==> src/knps_pkg.sv <==
`timescale 1ns / 1ps
// knps_pkg: shared constants, register indexes and controller/datapath types
// for the nearest point selector. No dependencies.
package knps_pkg;

   localparam int MAX_NEIGHBOURS_DEF = 8;
   localparam int COORD_BITS         = 16;
   localparam int SQUARE_BITS        = 2 * COORD_BITS;
   localparam int DIST_BITS          = 2 * COORD_BITS + 1;
   localparam int COUNT_BITS         = 4;

   localparam int CSR_INDEX_BITS     = 2;
   localparam int CSR_DATA_BITS      = 16;
   localparam int REQ_DATA_BITS      = 2 * COORD_BITS;
   localparam int RSP_DATA_BITS      = ((2 * COORD_BITS + DIST_BITS + 7) / 8) * 8;

   localparam logic [CSR_INDEX_BITS-1:0] CSR_QUERY_X         = 2'd0;
   localparam logic [CSR_INDEX_BITS-1:0] CSR_QUERY_Y         = 2'd1;
   localparam logic [CSR_INDEX_BITS-1:0] CSR_NEIGHBOUR_COUNT = 2'd2;

   localparam logic [COUNT_BITS-1:0] NEIGHBOUR_COUNT_RESET = 4'd4;

   typedef enum logic [1:0] {
      ST_IDLE,
      ST_SQUARE,
      ST_INSERT,
      ST_EMIT
   } state_type;

   typedef struct packed {
      logic accept;
      logic square_en;
      logic insert_en;
      logic load_out;
      logic out_last;
      logic clear_fill;
   } cmd_type;

   typedef struct packed {
      logic set_end;
      logic out_free;
   } status_type;

endpackage

==> src/k_nearest_point_select_core.sv <==
`timescale 1ns / 1ps
// Each point is captured with its coordinate differences from the query,
// then squared by the two squaring multipliers, then its distance is added
// and the point is put into the sorted list by a parallel compare-and-shift
// insert. The point that carries tlast then gives one result per cycle (at
// most neighbour_count, capped at MAX_NEIGHBOURS) while rsp_tready allows,
// or only clears the list if there are none. A new point is taken while the
// last result still waits in the output register.
// Depends on knps_pkg, knps_ctrl and knps_datapath.
module k_nearest_point_select_core #(
   parameter int MAX_NEIGHBOURS = knps_pkg::MAX_NEIGHBOURS_DEF
) (
   input  logic                                clock,
   input  logic                                reset,
   input  logic                                csr_wr_en,
   input  logic [knps_pkg::CSR_INDEX_BITS-1:0] csr_index,
   input  logic [knps_pkg::CSR_DATA_BITS-1:0]  csr_wdata,
   input  logic                                req_tvalid,
   output logic                                req_tready,
   input  logic [knps_pkg::REQ_DATA_BITS-1:0]  req_tdata,  // point_x, point_y
   input  logic                                req_tlast,  // set_end
   output logic                                rsp_tvalid,
   input  logic                                rsp_tready,
   // near_x, near_y, dist_squared, zero pad
   output logic [knps_pkg::RSP_DATA_BITS-1:0]  rsp_tdata,
   output logic                                rsp_tlast   // final_result
);

   localparam int FILL_W = $clog2(MAX_NEIGHBOURS + 1);
   localparam int IDX_W  = (MAX_NEIGHBOURS > 1) ? $clog2(MAX_NEIGHBOURS) : 1;

   knps_pkg::cmd_type    cmd;
   knps_pkg::status_type status;
   logic [FILL_W-1:0]    emit_total;
   logic [FILL_W-1:0]    fill;
   logic [IDX_W-1:0]     emit_idx;

   knps_ctrl #(
      .MAX_NEIGHBOURS(MAX_NEIGHBOURS),
      .FILL_W        (FILL_W),
      .IDX_W         (IDX_W)
   ) u_ctrl (
      .clock     (clock),
      .reset     (reset),
      .req_tvalid(req_tvalid),
      .req_tready(req_tready),
      .status    (status),
      .emit_total(emit_total),
      .cmd       (cmd),
      .emit_idx  (emit_idx)
   );

   knps_datapath #(
      .MAX_NEIGHBOURS(MAX_NEIGHBOURS),
      .FILL_W        (FILL_W),
      .IDX_W         (IDX_W)
   ) u_datapath (
      .clock     (clock),
      .reset     (reset),
      .csr_wr_en (csr_wr_en),
      .csr_index (csr_index),
      .csr_wdata (csr_wdata),
      .req_tdata (req_tdata),
      .req_tlast (req_tlast),
      .cmd       (cmd),
      .emit_idx  (emit_idx),
      .status    (status),
      .emit_total(emit_total),
      .fill      (fill),
      .rsp_tvalid(rsp_tvalid),
      .rsp_tready(rsp_tready),
      .rsp_tdata (rsp_tdata),
      .rsp_tlast (rsp_tlast)
   );

   a_fill_bound: assert property (@(posedge clock) disable iff (reset)
      fill <= FILL_W'(MAX_NEIGHBOURS))
      else $error("neighbour list fill exceeds its depth");

   a_clear_after_final: assert property (@(posedge clock) disable iff (reset)
      cmd.load_out && cmd.out_last |=> fill == '0)
      else $error("list not cleared after final result");

   a_read_in_range: assert property (@(posedge clock) disable iff (reset)
      cmd.load_out |-> (FILL_W'(emit_idx) < emit_total) && (emit_total <= fill))
      else $error("result read beyond held entries");

   a_no_load_while_full: assert property (@(posedge clock) disable iff (reset)
      cmd.load_out |-> status.out_free)
      else $error("result register overwritten before transfer");

endmodule

==> src/knps_datapath.sv <==
`timescale 1ns / 1ps
// knps_datapath: configuration registers, distance pipeline, sorted neighbour
// list and result register. Depends on knps_pkg; driven by knps_ctrl commands.
module knps_datapath #(
   parameter int MAX_NEIGHBOURS = knps_pkg::MAX_NEIGHBOURS_DEF,
   parameter int FILL_W         = $clog2(MAX_NEIGHBOURS + 1),
   parameter int IDX_W          = (MAX_NEIGHBOURS > 1) ? $clog2(MAX_NEIGHBOURS) : 1
) (
   input  logic                                clock,
   input  logic                                reset,
   input  logic                                csr_wr_en,
   input  logic [knps_pkg::CSR_INDEX_BITS-1:0] csr_index,
   input  logic [knps_pkg::CSR_DATA_BITS-1:0]  csr_wdata,
   input  logic [knps_pkg::REQ_DATA_BITS-1:0]  req_tdata,
   input  logic                                req_tlast,
   input  knps_pkg::cmd_type                   cmd,
   input  logic [IDX_W-1:0]                    emit_idx,
   output knps_pkg::status_type                status,
   output logic [FILL_W-1:0]                   emit_total,
   output logic [FILL_W-1:0]                   fill,
   output logic                                rsp_tvalid,
   input  logic                                rsp_tready,
   output logic [knps_pkg::RSP_DATA_BITS-1:0]  rsp_tdata,
   output logic                                rsp_tlast
);

   localparam int CW    = knps_pkg::COORD_BITS;
   localparam int DW    = knps_pkg::DIST_BITS;
   localparam int SW    = knps_pkg::SQUARE_BITS;
   localparam int CMP_W = (FILL_W > knps_pkg::COUNT_BITS) ? FILL_W : knps_pkg::COUNT_BITS;
   localparam int PAD_W = knps_pkg::RSP_DATA_BITS - 2 * CW - DW;

   logic [CW-1:0]                   query_x_ff, query_y_ff;
   logic [knps_pkg::COUNT_BITS-1:0] ncount_ff;
   logic [CW-1:0]                   px_ff, py_ff, dx_ff, dy_ff;
   logic [CW-1:0]                   px_in, py_in, dx_in, dy_in;
   logic                            last_ff;
   logic [SW-1:0]                   sqx_ff, sqy_ff;
   logic [DW-1:0]                   dist_sq;
   logic [FILL_W-1:0]               fill_ff;

   logic [CW-1:0] list_x_ff [MAX_NEIGHBOURS];
   logic [CW-1:0] list_y_ff [MAX_NEIGHBOURS];
   logic [DW-1:0] list_d_ff [MAX_NEIGHBOURS];
   logic [CW-1:0] list_x_in [MAX_NEIGHBOURS];
   logic [CW-1:0] list_y_in [MAX_NEIGHBOURS];
   logic [DW-1:0] list_d_in [MAX_NEIGHBOURS];
   logic [CW-1:0] prev_x    [MAX_NEIGHBOURS];
   logic [CW-1:0] prev_y    [MAX_NEIGHBOURS];
   logic [DW-1:0] prev_d    [MAX_NEIGHBOURS];

   logic [MAX_NEIGHBOURS-1:0] le, take_prev, take_new;
   logic                      insert_go;

   logic              rsp_valid_ff, rsp_last_ff;
   logic [CW-1:0]     rsp_x_ff, rsp_y_ff;
   logic [DW-1:0]     rsp_d_ff;
   logic [CMP_W-1:0]  want, fill_ext;

   // configuration
   always_ff @(posedge clock) begin
      if (reset) begin
         query_x_ff <= '0;
         query_y_ff <= '0;
         ncount_ff  <= knps_pkg::NEIGHBOUR_COUNT_RESET;
      end else if (csr_wr_en) begin
         unique case (csr_index)
            knps_pkg::CSR_QUERY_X:         query_x_ff <= csr_wdata[CW-1:0];
            knps_pkg::CSR_QUERY_Y:         query_y_ff <= csr_wdata[CW-1:0];
            knps_pkg::CSR_NEIGHBOUR_COUNT: ncount_ff  <= csr_wdata[knps_pkg::COUNT_BITS-1:0];
            default: ;
         endcase
      end
   end

   // capture point and absolute differences
   always_comb begin
      px_in = req_tdata[CW-1:0];
      py_in = req_tdata[2*CW-1:CW];
      dx_in = (px_in >= query_x_ff) ? px_in - query_x_ff : query_x_ff - px_in;
      dy_in = (py_in >= query_y_ff) ? py_in - query_y_ff : query_y_ff - py_in;
   end

   always_ff @(posedge clock) begin
      if (cmd.accept) begin
         px_ff   <= px_in;
         py_ff   <= py_in;
         dx_ff   <= dx_in;
         dy_ff   <= dy_in;
         last_ff <= req_tlast;
      end
      if (cmd.square_en) begin
         sqx_ff <= SW'(dx_ff) * SW'(dx_ff);
         sqy_ff <= SW'(dy_ff) * SW'(dy_ff);
      end
   end

   assign dist_sq = {1'b0, sqx_ff} + {1'b0, sqy_ff};

   // sorted insertion: le marks the prefix of held entries at or below dist_sq
   always_comb begin
      for (int i = 0; i < MAX_NEIGHBOURS; i++) begin
         le[i] = (FILL_W'(i) < fill_ff) && (list_d_ff[i] <= dist_sq);
      end
   end

   for (genvar g = 0; g < MAX_NEIGHBOURS; g++) begin : g_cell
      if (g == 0) begin : g_head
         assign take_prev[g] = 1'b0;
         assign take_new[g]  = ~le[g];
         assign prev_x[g]    = px_ff;
         assign prev_y[g]    = py_ff;
         assign prev_d[g]    = dist_sq;
      end else begin : g_body
         assign take_prev[g] = ~le[g-1];
         assign take_new[g]  = le[g-1] & ~le[g];
         assign prev_x[g]    = list_x_ff[g-1];
         assign prev_y[g]    = list_y_ff[g-1];
         assign prev_d[g]    = list_d_ff[g-1];
      end
   end

   always_comb begin
      for (int i = 0; i < MAX_NEIGHBOURS; i++) begin
         list_x_in[i] = list_x_ff[i];
         list_y_in[i] = list_y_ff[i];
         list_d_in[i] = list_d_ff[i];
         if (take_prev[i]) begin
            list_x_in[i] = prev_x[i];
            list_y_in[i] = prev_y[i];
            list_d_in[i] = prev_d[i];
         end else if (take_new[i]) begin
            list_x_in[i] = px_ff;
            list_y_in[i] = py_ff;
            list_d_in[i] = dist_sq;
         end
      end
   end

   // drop the query itself and anything not nearer than a full list's tail
   assign insert_go = cmd.insert_en && (dist_sq != '0) && !le[MAX_NEIGHBOURS-1];

   always_ff @(posedge clock) begin
      if (insert_go) begin
         for (int i = 0; i < MAX_NEIGHBOURS; i++) begin
            list_x_ff[i] <= list_x_in[i];
            list_y_ff[i] <= list_y_in[i];
            list_d_ff[i] <= list_d_in[i];
         end
      end
   end

   always_ff @(posedge clock) begin
      if (reset) begin
         fill_ff <= '0;
      end else if (cmd.clear_fill) begin
         fill_ff <= '0;
      end else if (insert_go && (fill_ff < FILL_W'(MAX_NEIGHBOURS))) begin
         fill_ff <= fill_ff + FILL_W'(1);
      end
   end

   // results to give: min(fill, saturated neighbour count)
   always_comb begin
      want       = (CMP_W'(ncount_ff) > CMP_W'(MAX_NEIGHBOURS)) ?
                   CMP_W'(MAX_NEIGHBOURS) : CMP_W'(ncount_ff);
      fill_ext   = CMP_W'(fill_ff);
      emit_total = (fill_ext < want) ? fill_ff : FILL_W'(want);
   end

   // result register
   always_ff @(posedge clock) begin
      if (reset) begin
         rsp_valid_ff <= 1'b0;
      end else if (cmd.load_out) begin
         rsp_valid_ff <= 1'b1;
      end else if (rsp_tready) begin
         rsp_valid_ff <= 1'b0;
      end
      if (cmd.load_out) begin
         rsp_x_ff    <= list_x_ff[emit_idx];
         rsp_y_ff    <= list_y_ff[emit_idx];
         rsp_d_ff    <= list_d_ff[emit_idx];
         rsp_last_ff <= cmd.out_last;
      end
   end

   assign status.set_end  = last_ff;
   assign status.out_free = !rsp_valid_ff || rsp_tready;
   assign fill            = fill_ff;
   assign rsp_tvalid      = rsp_valid_ff;
   assign rsp_tlast       = rsp_last_ff;
   assign rsp_tdata       = {{PAD_W{1'b0}}, rsp_d_ff, rsp_y_ff, rsp_x_ff};

endmodule

==> src/knps_ctrl.sv <==
`timescale 1ns / 1ps
// knps_ctrl: sequencer for the nearest point selector: capture, square,
// insert, then result readout at set end. Depends on knps_pkg.
module knps_ctrl #(
   parameter int MAX_NEIGHBOURS = knps_pkg::MAX_NEIGHBOURS_DEF,
   parameter int FILL_W         = $clog2(MAX_NEIGHBOURS + 1),
   parameter int IDX_W          = (MAX_NEIGHBOURS > 1) ? $clog2(MAX_NEIGHBOURS) : 1
) (
   input  logic                 clock,
   input  logic                 reset,
   input  logic                 req_tvalid,
   output logic                 req_tready,
   input  knps_pkg::status_type status,
   input  logic [FILL_W-1:0]    emit_total,
   output knps_pkg::cmd_type    cmd,
   output logic [IDX_W-1:0]     emit_idx
);

   knps_pkg::state_type state_ff, state_in;
   logic [FILL_W-1:0]   emit_cnt_ff, emit_cnt_in;

   always_ff @(posedge clock) begin
      if (reset) begin
         state_ff    <= knps_pkg::ST_IDLE;
         emit_cnt_ff <= '0;
      end else begin
         state_ff    <= state_in;
         emit_cnt_ff <= emit_cnt_in;
      end
   end

   always_comb begin
      state_in    = state_ff;
      emit_cnt_in = emit_cnt_ff;
      cmd         = '0;
      req_tready  = 1'b0;
      unique case (state_ff)
         knps_pkg::ST_IDLE: begin
            req_tready  = 1'b1;
            emit_cnt_in = '0;
            if (req_tvalid) begin
               cmd.accept = 1'b1;
               state_in   = knps_pkg::ST_SQUARE;
            end
         end
         knps_pkg::ST_SQUARE: begin
            cmd.square_en = 1'b1;
            state_in      = knps_pkg::ST_INSERT;
         end
         knps_pkg::ST_INSERT: begin
            cmd.insert_en = 1'b1;
            state_in      = status.set_end ? knps_pkg::ST_EMIT : knps_pkg::ST_IDLE;
         end
         knps_pkg::ST_EMIT: begin
            if (emit_total == '0) begin
               cmd.clear_fill = 1'b1;
               state_in       = knps_pkg::ST_IDLE;
            end else if (status.out_free) begin
               cmd.load_out = 1'b1;
               cmd.out_last = (emit_cnt_ff + FILL_W'(1)) == emit_total;
               if (cmd.out_last) begin
                  // list is read into the result register on this same edge
                  cmd.clear_fill = 1'b1;
                  state_in       = knps_pkg::ST_IDLE;
               end else begin
                  emit_cnt_in = emit_cnt_ff + FILL_W'(1);
               end
            end
         end
         default: state_in = knps_pkg::ST_IDLE;
      endcase
   end

   assign emit_idx = emit_cnt_ff[IDX_W-1:0];

endmodule

==> config.mk <==
export PLATFORM = sky130hd
export DESIGN_NAME = k_nearest_point_select_core
export DESIGN_NICKNAME = d
export VERILOG_FILES = /design/src/knps_pkg.sv /design/src/k_nearest_point_select_core.sv /design/src/knps_datapath.sv /design/src/knps_ctrl.sv
export SDC_FILE = /design/constraint.sdc
export NUM_CORES = 2
export LEC_CHECK = 0
export BUFFER_PORTS_ARGS = -buffer_cell sky130_fd_sc_hd__buf_2
export CAP_MARGIN = 20
export CORE_MARGIN = 4
export CORE_UTILIZATION = 47
export CTS_CLUSTER_DIAMETER = 50
export DETAILED_ROUTE_END_ITERATION = 8
export HOLD_SLACK_MARGIN = 0.05
export SETUP_SLACK_MARGIN = 0.02
export SKIP_CTS_REPAIR_TIMING = 1
export SYNTH_ARGS = -nofsm -noshare
export SYNTH_HDL_FRONTEND = slang
export SYNTH_SLANG_ARGS = --single-unit
==> constraint.sdc <==
create_clock -name clock -period 16.2 [get_ports clock]
set_input_delay 3.24 -clock clock [delete_from_list [all_inputs] [get_ports clock]]
set_output_delay 3.24 -clock clock [all_outputs]
set_load 0.02 [all_outputs]
After elaboration in Yosys (flattened, before gate mapping) --
Memories as Yosys holds them, arrays and structs flattened. A register that Yosys moved wholly into a read port is not among the register bits. Index checks and enable logic that the tools add are counted.
Word-level totals: flip-flop bits (word level) 177, memories kept 3, output and inout port bits 75, RAM bits 520
Cells by class: add/sub/neg operators 7, bitwise operators 16, reduce and logical (&&, ||, !) cells 28, equality and inequality tests 13, multiply operators 2, muxes and demuxes 73, order comparisons 21
Memories:
- u_datapath.list_d_ff | words 8, bits a word 33, rd ports 9, clocked after Yosys merged registers in 1, write ports 8, line knps_datapath.sv:44 | logic [DW-1:0] list_d_ff [MAX_NEIGHBOURS];
- u_datapath.list_x_ff | words 8, bits a word 16, rd ports 8, clocked after Yosys merged registers in 1, write ports 8, line knps_datapath.sv:42 | logic [CW-1:0] list_x_ff [MAX_NEIGHBOURS];
- u_datapath.list_y_ff | words 8, bits a word 16, rd ports 8, clocked after Yosys merged registers in 1, write ports 8, line knps_datapath.sv:43 | logic [CW-1:0] list_y_ff [MAX_NEIGHBOURS];
Operators with widths (count):
- $mux 16 | 32
- $mux 33 | 15
- $le 33x33->1 | 8
- $mul 16x16->32 | 2
- $sub 16x16->16 | 4
- $add 32x32->33 | 1
- $reduce_bool 33->1 | 1
- $ge 16x16->1 | 2
- $mux 4 | 5
- $lt 3x4->1 const A | 4
- $mux 2 | 6
- $logic_and 1x1->1 | 11
- $mux 1 | 11
- $ne 2x2->1 const B | 5
- $not 1->1 | 9
- $add 4x1->4 const B | 2
- $lt 1x4->1 const A | 2
- $lt 2x4->1 const A | 2
- $pmux 2 s4 | 1
- $pmux 4 s2 | 1
- $reduce_and 2->1 | 4
- $and 1x1->1 | 7
- $eq 2x2->1 const B | 3
- $mux 3 | 2
- other kinds (16) | 20

Depth between registers and ports, before layout --
depth after elaboration 10, gate-level depth with buffers 27, gate-level depth less buffers 26

Cells and area by module --
Synthesis repeated with hierarchy kept, for this count alone.
Unflattened totals: cells, all modules 4751, area total of the unflattened synthesis 57719.1 um2
Modules (own cells, without submodules):
- knps_datapath | cells each 4691, seq. area each 22231.3 um2, area an instance 57201.1 um2, times used 1
- knps_ctrl | cells each 60, seq. area each 120.1 um2, area an instance 518.0 um2, times used 1

Worst setup path before layout --
No wires, ideal clock.
path kind reg-to-reg, from register u_datapath.sqy_ff[3], to memory u_datapath.list_d_ff[6][0] in the netlist's numbering (enable), stages on the path, launching flop included 19, path slack 4517 ps, arrival time 11096 ps, buffers on the path 0, library setup time 587 ps, required time 15613 ps, path through edfxtp_1 > ha_1 > a211oi_2 > o21ai_2 > nand3_1 > o211ai_2 > a41oi_1 > nor2b_1 > o21ai_0 > nand2b_1 > xnor2_1 > inv_1 > ha_1 > nand4_1 > nor4_1 > mux2_2 > a31o_2 > nor4b_4 > a21boi_0
RTL lines:
- start, declared | line knps_datapath.sv:38 | logic [SW-1:0] sqx_ff, sqy_ff;
- start signal, assigned | line knps_datapath.sv:94 | sqy_ff <= SW'(dy_ff) * SW'(dy_ff);
- end, declared | line knps_datapath.sv:44

==> flow_summary.yaml <==
timing:
  worst_slack_ns: 8.464
  fin_crit_ns: 7.736
  hold_viol_final: 0
  fin_skew_ns: 0.06735
  timing.setup.tns_ns: 0
  max_freq_ghz: 0.1293
  slew_headroom_pct: 20.96
  tightest_slew_ns: 1.186
  final_max_slew_viol_count: 0
  setup_viol: 0
  min_period_over_period_pct: 47.75
  rsz0062_at_grt: "no"
die:
  fp-row-count: 128
  die-area_sq_mm: 0.1279
  fp.dieW_microns: 357.6
  die_y_microns: 357.6
  start_util_pct: 47.27
  pin_count: 131
  core_area_sq_mm: 0.1216
clocking:
  cts_tree: "yes"
  numCtsBuffers: 102
  worstSkewPairLatency_ns: 0.72
  cts-root-buf: "clkbuf_16"
  clk_pin_slew_worst_paths_ns: 0.06
  htreeDepth: 3
  clkSinkCount: 760
  clk_path_buf_depth: 3
setup_path:
  startpoint_type: "flip-flop"
  cp-end-kind: "flip-flop"
  cp_max_fo: 45
  crit_arrival_ns: 8.06
  cpPeakStageDelay_ns: 0.93
  crit_chain: "ha_1 -> a211oi_2 -> o21ai_2 -> nand3_1 -> o211ai_2 -> a41oi_1 -> nor2b_1 -> o21ai_0 -> nand2b_1 -> xnor2_1 -> inv_1 -> ha_1 -> nand4_1 -> nor4_1 -> mux2_2 -> a31o_2 -> nor4b_4 -> buf_4 -> a21boi_4 -> buf_4"
  rr_startpoint: "u_datapath.sqy_ff[3]"
  criticalPathCategory: "flip-flop to flip-flop"
  critPathSlowestCell: "a21boi_4"
  cp-startpoint: "u_datapath.sqy_ff[3]"
  critPathRequiredTime_ns: 16.52
  r2r_slack_ns: 8.46
routing:
  drt_iter0_drc: 2976
  wl_microns: 155000
  final_antenna_net_count: 0
  first_pass_iters: 5
  drc: 0
  vias_per_cell: 5.710
  via_count: 37670
  wl_per_cell_microns: 23.50
global_route:
  grt_pass1_wl_microns: 233800
  grt-ovfl-total: 0
  grt_pass1_vias: 37960
  grt_usage_pct: 24.13
  antenna_found_initial: 9
  grt_max_degree: 92
yosys:
  synth_cell_types: 87
  synth_area_leaders: "edfxtp_1 37%, ha_1 12%, fa_1 11%"
  synth_cells: 4777
  synthesis.area_sq_mm: 0.05745
  ys_ff_latch: 760
  synth_xor_area_share_pct: 1.984
  yosysWarnings: 0
  synth_fa_ha_area_share_pct: 23.67
  synth-seq-area-share_pct: 38.90
  synth_edf_count: 713
  netlist.area_leader.share_pct: 37.27
  yosysTopAreaCell: "edfxtp_1"
  synthSimpleGateAreaFrac_pct: 7.206
  synth_top_family_by_area: "adder cells"
  synthTopCellsByCount: "713 x edfxtp_1, 643 x inv_1, 562 x ha_1"
  synth-async-reset-ratio_pct: 0
  synth.most_common_cell: "edfxtp_1"
  muxShareOfSynthArea_pct: 15.16
  yosys_most_used_dff: "edfxtp_1"
  avgSynthCellArea_sq_um: 12.03
  synth_compound_area_share_pct: 7.585
cells_and_area:
  fin_cells: 6597
  areaGrowthSynthToFinish_pct: 10.68
  final_nets: 5829
  drive_gt1_share_pct: 20.60
placement:
  routabilityCongestion: 0.9108
  pre_cts_ws_ns: 8.480
  dpl.cell_count: 6404
  hpwl_microns: 112000
  io_buffers: 123
worst_hold_path:
  hold_path_class: "flip-flop to flip-flop"
  min_from: "u_datapath.query_x_ff[11]"
run:
  maxCapViolCount: 0
outcome:
  status: "finished clean"
[final timing paths]
check	end	cells after the start
setup / recovery	u_datapath.list_x_ff[6][15]	20
hold / removal	u_datapath.query_x_ff[11]	2
setup reg to reg	u_datapath.list_x_ff[6][15]	20
hold reg to reg	u_datapath.query_x_ff[11]	2
[logic make-up (layout without fill, tap and decap cells)]
| group | Yosys count | after routing |
|---|---|---|
| adder cells (fa/ha/maj) | 890 | 890 |
| XOR/XNOR | 128 | 128 |
| buffers and inverters | 823 | 1007 |
| AO/OA/AOI/OAI | 691 | 691 |
| AND/OR/NAND/NOR | 838 | 838 |
| other | 1 | 12 |
| multiplexers | 646 | 646 |
| flip-flops | 760 | 760 |
[flip-flops by register name, summed over array words and instances (netlist names)]
register / flops
u_ctrl.emit_cnt_ff: 4
u_ctrl.state_ff: 2
u_datapath.dx_ff: 16
u_datapath.dy_ff: 16
u_datapath.fill: 4
u_datapath.last_ff: 1
u_datapath.list_d_ff: 264
u_datapath.list_x_ff: 128
u_datapath.list_y_ff: 128
u_datapath.ncount_ff: 4
u_datapath.px_ff: 16
u_datapath.py_ff: 16
u_datapath.query_x_ff: 16
u_datapath.query_y_ff: 16
u_datapath.rsp_d_ff: 33
u_datapath.rsp_tlast: 1
u_datapath.rsp_tvalid: 1
u_datapath.rsp_x_ff: 16
u_datapath.rsp_y_ff: 16
u_datapath.sqx_ff: 31
u_datapath.sqy_ff: 31
[routing by layer]
layer | track usage (%) | routed length [microns] | part of all wire, % | vias up
li1 | - | - | - | 17250
met1 | 33.48 | 68060 | 44 | 19100
met3 | 4.465 | 10120 | 6.5 | 205
met5 | 0 | 34 | 0.022 | -
met2 | 38.71 | 72270 | 47 | 1106
met4 | 7.422 | 4534 | 2.9 | 4
[area by class of cell]
| class | instances | area [sq um] |
|---|---|---|
| Sequential cell | 760 | 22360 |
| Antenna cell | 5 | 12.51 |
| Clock buffer | 114 | 2618 |
| Tap cell | 1625 | 2033 |
| Clock inverter | 74 | 1008 |
| Timing Repair Buffer | 176 | 1026 |
| Fill cell | 10610 | 57960 |
| Inverter | 643 | 2414 |
| Multi-Input combinational cell | 3200 | 32120 |
[metrics by stage]
step	util, %	hold slack, ns	area (sq um)
floorplan	-	0.4363	57480
global placement	49.32	0.4513	59950
detailed placement	49.32	0.4605	59950
CTS	52.30	0.4688	63580
global route	52.31	0.4919	63580
finish	52.31	0.4740	63590
[worst max-delay path, delay by kind of cell (launching register included)]
kind                     cells  cell delay, ns
AO/OA/AOI/OAI                7            2.50
buffers and inverters        3            1.57
AND/OR/NAND/NOR              6            1.15
adder cells (fa/ha/maj)      2            0.74
XOR/XNOR                     1            0.50
multiplexers                 1            0.37
flip-flops                   1            0.36
[cell usage in the layout (no fill, tap or decap), drive strengths merged, types with 10 or more instances in the layout]
master and count:
nand2 317, mux4 130, nand3 38, or2 11
bufinv 16, a21o 123, edfxtp 713, o21bai 30
clkbuf 114, o211ai 12, and3 18, o21ai 135
a211oi 23, xor2 35, nor2 125, mux2 495
mux2i 21, clkinv 39, nor3 25, nand2b 37
o21a 31, ha 562, inv 655, nor4 11
fa 328, dfxtp 47, and2 101, a31o 10
o31ai 10, a31oi 23, xnor2 93, nor2b 52
nand4 72, a21oi 236, buf 176
Power is left out: the tool's default activity adds up to more than one toggle a clock period on the data nets, which glitch-free logic cannot reach.
